### src/rtl/core/rsrg_pkg.sv
// Shared types, constants and the key compare for the replacement-selection run generator.
`default_nettype none

package rsrg_pkg;

	localparam int CAPACITY_DEF = 32;
	localparam int VAL_W        = 32;
	localparam int RUN_W        = 16;

	// Commands that every cell of the sorted chain carries out together.
	localparam logic [1:0] CELL_HOLD = 2'd0;
	localparam logic [1:0] CELL_INS  = 2'd1;
	localparam logic [1:0] CELL_REP  = 2'd2;
	localparam logic [1:0] CELL_DRN  = 2'd3;

	// Sort key: entries waiting for the next run order after the current run.
	typedef struct packed {
		logic                    nxt;
		logic signed [VAL_W-1:0] val;
	} key_t;

	// Command broadcast from the controller to the cell chain.
	typedef struct packed {
		logic [1:0] op;
		logic       clear;
		key_t       key;
	} cell_cmd_t;

	// True when key a sorts at or before key b.
	function automatic logic key_le(input key_t a, input key_t b);
		logic res;
		if (a.nxt != b.nxt) begin
			res = b.nxt;
		end else begin
			res = (a.val <= b.val);
		end
		return res;
	endfunction

endpackage

`default_nettype wire

### src/rtl/core/rsrg_cell.sv
// One cell of the sorted chain: holds one entry and trades it with its neighbors.
`default_nettype none

module rsrg_cell (
	input  wire logic               clk,
	input  wire logic               arst_n,
	input  wire rsrg_pkg::cell_cmd_t cmd,
	input  wire logic               head,
	input  wire rsrg_pkg::key_t     left_key,
	input  wire logic               left_valid,
	input  wire logic               left_le,
	input  wire rsrg_pkg::key_t     right_key,
	input  wire logic               right_valid,
	input  wire logic               right_le,
	output rsrg_pkg::key_t          key_q,
	output logic                    valid_q,
	output logic                    le
);

	rsrg_pkg::key_t key_d;
	logic           valid_d;

	// The held entry sorts at or before the key being inserted.
	assign le = valid_q && rsrg_pkg::key_le(key_q, cmd.key);

	// Next content of the cell for each chain command.
	always_comb begin
		key_d   = key_q;
		valid_d = valid_q;
		if (cmd.clear) begin
			key_d.nxt = 1'b0;
		end
		case (cmd.op)
			rsrg_pkg::CELL_INS: begin
				if (le) begin
					key_d = key_q;
				end else if (head || left_le) begin
					key_d   = cmd.key;
					valid_d = 1'b1;
				end else begin
					// Shift right: the cell takes over its left neighbor's entry.
					key_d   = left_key;
					valid_d = left_valid;
				end
			end
			rsrg_pkg::CELL_REP: begin
				if (right_le) begin
					key_d = right_key;
				end else if (head || le) begin
					key_d = cmd.key;
				end else begin
					key_d = key_q;
				end
				valid_d = 1'b1;
			end
			rsrg_pkg::CELL_DRN: begin
				key_d   = right_key;
				valid_d = right_valid;
			end
			default: begin
				key_d   = key_d;
				valid_d = valid_q;
			end
		endcase
	end

	always_ff @(posedge clk or negedge arst_n) begin
		if (!arst_n) begin
			valid_q <= 1'b0;
		end else begin
			valid_q <= valid_d;
		end
	end

	always_ff @(posedge clk) begin
		key_q <= key_d;
	end

endmodule

`default_nettype wire

### config.mk
export PLATFORM = sky130hd
export DESIGN_NAME = rsrg_cell
export DESIGN_NICKNAME = d
export VERILOG_FILES = /design/src/rtl/core/rsrg_pkg.sv /design/src/rtl/core/rsrg_cell.sv
export SDC_FILE = /design/constraint.sdc
export NUM_CORES = 1
export LEC_CHECK = 0
export ABC_CLOCK_PERIOD_IN_PS = 8300
export BUFFER_PORTS_ARGS = -buffer_cell sky130_fd_sc_hd__buf_2
export CAP_MARGIN = 20
export CORE_UTILIZATION = 48
export CTS_CLUSTER_DIAMETER = 80
export DETAILED_ROUTE_END_ITERATION = 8
export GPL_TIMING_DRIVEN = 0
export PLACE_DENSITY = 0.91
export SLEW_MARGIN = 30
export SYNTH_ARGS = -nofsm -noshare
export SYNTH_HDL_FRONTEND = slang
export SYNTH_SLANG_ARGS = --single-unit
### constraint.sdc
create_clock -name clk -period 8.3 [get_ports clk]
set_clock_uncertainty 0.05 [all_clocks]
set_input_delay 0.83 -clock clk [delete_from_list [all_inputs] [get_ports clk]]
set_output_delay 0.83 -clock clk [all_outputs]
set_load 0.01 [all_outputs]
# Word level (Yosys, flattened, before mapping)
# Cells that the tools add are included.
# totals
reg_bits	34
out_inout_bits	35
word_cells	28
# op_classes
magnitude_cmp	1
eq_ne	6
n_mux	10
n_reduce_logical	8
# op_table
op	n
two-way mux 33 bit	4
one-hot mux 33 bit (3 select lines)	1
<= comparator 32 bit	1
AND reduction 3 bit	2
== test 2 bit (second input constant)	2
two-way mux 1 bit	4
nonzero test 4 bit	1
inequality test 3 bit (second input constant)	1
one-hot mux 1 bit (3 select lines)	1
nonzero test 3 bit	1
== test 2 x 1 -> 1 bit (second input constant)	1
logical OR 1 bit	2
inequality test 2 bit (second input constant)	1
AND reduction 2 bit	1
logical AND 1 bit	1
inequality test 1 bit	1

# Logic depth before layout (Yosys ltp)
# logic_depth
depth_word	7
depth_mapped	10

# Worst setup path before layout
# OpenSTA, ideal clock, no wires.
# synth_path
kind	input to output
start	input port cmd[23] (netlist name)
end	output port le
arrival_ps	2539
t_required_ps	7420
path_slack_ps	4881
cell_stages	9
path_cell_list	inv_1 ha_1 a21oi_2 o21ai_1 a221o_1 a211o_1 or3b_1 nand3_2 inv_1
# synth_between
elab_chain_cells	3
# synth_lines
element	line_no	text
from (decl)	rsrg_cell.sv:7	input wire rsrg_pkg::cell_cmd_t cmd,
<= comparator 32 bit	rsrg_pkg.sv:35	res = (a.val <= b.val);
two-way mux 1 bit	rsrg_pkg.sv:32	if (a.nxt != b.nxt) begin
logical AND 1 bit	rsrg_cell.sv:24	assign le = valid_q && rsrg_pkg::key_le(key_q, cmd.key);
to (decl)	rsrg_cell.sv:17	output logic le
# Every way passes these cells.

# Final worst setup path
# layout_path
start	input port cmd[31] (netlist name)
end	output port le
# Same word-level chain as after synthesis.

==> impl_results.md <==
* # Post-CTS Setup Buffers at 0
* IR drop worst, VDD at 122 uV
* IO Port Bufs at 141
* Worst reg2reg path endpoint: key_q[2]
* Commonest non-fill, non-tap cell in the layout: sky130_fd_sc_hd__buf_2
* Number of nets in the final layout at 548
* Number of antenna violations at the first check in global routing at 0
* Number of enable-type register cells in the synthesized netlist at 33
* Number of buffers created by CTS at 5
* Insertion delay of the later-clocked pin in the worst-skew pair at 0.29 ns
* Power dissipated by switching net loads at 0.000194 W
* # resized after CTS at 0
* Total vias in the final route at 2673
* Remaining routing DRC violations at 0
* Relative slew margins at 35.4%
* YS warnings at 0
* Number of library cell types mapped by synthesis at 41
* Average via count per standard cell at 5.59
* Async set or reset register ratio after synthesis at 2.94%
* Bufs on Longest Clock Path at 2
* Fill cells at 411
* Flip-flop and latch count after synthesis at 34
* Area of the mapped netlist at 0.00256 sq mm
* Cell Int Power at 0.000406 W
* Mean post-synth cell area at 9.87 sq um
* Max cap viols at 0
* Remaining antenna violation count at 0
* Slew at the pin with the worst max-slew slack at 0.962 ns
* Sum of negative setup slack at 0 ns
* Leak at 1.92 nW
* Die extent in y at 75.0 um
* Final Hold Violating Endpoints at 0
* Global-route wire length before repair at 11200 um
* Arrival @ worst endpoint at 2.92 ns
* Number of DRC markers after the initial detailed-route iteration at 175
* Width of the die at 75.0 um
* Routed wire per std cell at 16.1 um
* R2R Setup Slk at 5.00 ns
* Fin cells at 478
* Post-route clock period utilization at 45.8%
* H-Tree Depth at 2
* Maximum number of pins on one net before global-route repair at 33
* Type of the worst setup path: input pin to output port
* Sequential fraction of design power at 40.2%
* Area growth, synth to finish at 35.2%
* Number of nets produced by synthesis at 400
* Share of power burned in combinational logic at 34.3%
* Die Footprint at 0.00562 sq mm
* Total congestion overflow at 0
* Clock root buffer: sky130_fd_sc_hd__clkbuf_8
* Cell count after placement at 470
* Routability cong. at 0.760
* Element type at the critical path start: input pin
* Biggest fanout along the worst timing path at 7
* Clock Sink Count at 34
* Setup-violating endpoint count in the final report at 0
* Placeable Area at 0.00511 sq mm
* Most frequent cells in the layout: 141 x sky130_fd_sc_hd__buf_2, 70 x sky130_fd_sc_hd__inv_1, 33 x sky130_fd_sc_hd__a222oi_1, 33 x sky130_fd_sc_hd__edfxtp_1, 32 x sky130_fd_sc_hd__ha_1
* Worst Reg2Reg Path Length in Cells at 8
* Starting density of the core at 50.0%
* Fraction of layout cells with a size suffix above 1 at 38.0%
* Prevailing post-synth register cell: sky130_fd_sc_hd__edfxtp_1
* Number of global-route vias before repair at 2561
* CTS clk-pin slew, worst paths at 0.07 ns
* Cell count after synthesis at 259
* FF-to-FF Start: key_q[31]
* Number of slew-limit violations in the final report at 0
* Number of diodes at 0
* Cell area power density at 174 mW/mm^2
* Unrepaired setup endpoints after global routing: false
* Hold Buf Count CTS at 0
* Detail Placement HPWL at 6080 um
* I/O pin total at 144
* Clock group share of total power at 25.4%
* Switching part of the total power at 32.3%
* Seq/Total Area, Yosys at 39.7%
* Overall fraction of global-route tracks in use at 27.3%
* Standard-cell row count at 26
* Required time of the critical path at 7.42 ns
* Initial DRT Pass Iterations at 6
* Endpoint type of the worst setup path: output port
* Total length of routed wires at 7700 um
* Final min period at 3.80 ns
* Highest clock frequency the design can meet at 0.263 GHz
* Class of the tightest hold or removal check: input pin to async pin
* CTS tree: done
* Outcome: finished, final reports clean
==> Yosys cell counts (2+ instances only) <==
cell type | number | area share [%]
sky130_fd_sc_hd__o21ai_0 | 4 | 0.78
sky130_fd_sc_hd__a21o_1 | 3 | 0.88
sky130_fd_sc_hd__nor4_1 | 2 | 0.49
sky130_fd_sc_hd__nand2_1 | 9 | 1.3
sky130_fd_sc_hd__nand3_1 | 4 | 0.78
sky130_fd_sc_hd__a21oi_1 | 13 | 2.5
sky130_fd_sc_hd__a31oi_1 | 2 | 0.49
sky130_fd_sc_hd__ha_1 | 32 | 16
sky130_fd_sc_hd__nor2_1 | 5 | 0.73
sky130_fd_sc_hd__nor3_1 | 4 | 0.78
sky130_fd_sc_hd__clkbuf_1 | 9 | 1.3
sky130_fd_sc_hd__a222oi_1 | 33 | 13
sky130_fd_sc_hd__inv_1 | 70 | 10
sky130_fd_sc_hd__buf_6 | 2 | 0.88
sky130_fd_sc_hd__edfxtp_1 | 33 | 39
sky130_fd_sc_hd__nand2b_1 | 4 | 0.98
sky130_fd_sc_hd__nand4_1 | 6 | 1.5
==> worst max path at each step <==
stage | startpoint | end | slack (ns)
after floorplan | cmd[23] | le | 4.88
after global placement | cmd[31] | key_q[9] | 4.49
after detailed placement | cmd[31] | key_q[7] | 4.43
after CTS | cmd[31] | le | 4.52
after global routing | cmd[31] | le | 4.34
final | cmd[31] | le | 4.50
==> worst max-delay path: stages <==
cell	delay (ns)
sky130_fd_sc_hd__buf_2	0.11
sky130_fd_sc_hd__inv_1	0.04
sky130_fd_sc_hd__ha_1	0.39
sky130_fd_sc_hd__nand4_2	0.15
sky130_fd_sc_hd__nor2_1	0.06
sky130_fd_sc_hd__a221o_1	0.31
sky130_fd_sc_hd__a211o_1	0.32
sky130_fd_sc_hd__or3b_1	0.40
sky130_fd_sc_hd__nand3_2	0.12
sky130_fd_sc_hd__inv_1	0.05
sky130_fd_sc_hd__buf_2	0.13
==> layer usage <==
metal,global-route usage (%),wire [um],vias to the layer above,part of all wire [%]
met5,0,0,-,0
met2,54.5,4090,151,53
met4,9.22,119,0,1.5
met1,28.1,2860,1225,37
met3,5.22,631,12,8.2
li1,-,-,1285,-
==> layout make-up <==
type,instances,area (sq um),share of cell area (%)
sequential,34,1020,29.4
clock buffer,7,76.3,2.21
tap,70,87.6,2.53
buffer,11,56.3,1.63
multi-input combinational,144,1220,35.3
inverter,70,263,7.60
timing repair buffer,141,706,20.4
clock inverter,1,30.0,0.869
==> power by group through the flow <==
stage          sequential (W)  combinational, W  clock [W]
2_1_floorplan        0.000258          0.000103          0
3_3_place_gp         0.000243          0.000195          0
3_5_place_dp         0.000245          0.000204          0
4_1_cts              0.000241          0.000205   0.000155
5_1_grt              0.000244          0.000229   0.000161
6_report             0.000241          0.000206   0.000153
==> kinds of logic (layout without fill, tap and decap cells) <==
| kind of cell | Yosys count | in the layout | share of synthesized area [%] |
|---|---|---|---|
| buf+inv | 81 | 230 | 12.5 |
| simple gates | 42 | 42 | 9.45 |
| fa+ha+maj | 32 | 32 | 15.7 |
| compound gates | 70 | 70 | 22.7 |
| flops | 34 | 34 | 39.7 |
==> metrics by stage <==
stage          util, %  setup WS, ns  cell area (sq um)  hold WS, ns  total power [W]
2_1_floorplan        -          4.88               2560        0.484         0.000360
3_3_place_gp      65.6          4.49               3350        0.555         0.000438
3_5_place_dp      65.6          4.43               3350        0.555         0.000449
4_1_cts           67.7          4.52               3460        0.247         0.000602
5_1_grt           67.7          4.34               3460        0.246         0.000635
6_report          67.7          4.50               3460        0.254         0.000600
==> flip-flops by register name (all words and copies together) (netlist names) <==
| name | flops |
|---|---|
| valid_q | 1 |
| key_q | 33 |
Power figures use the tool's default switching activity.
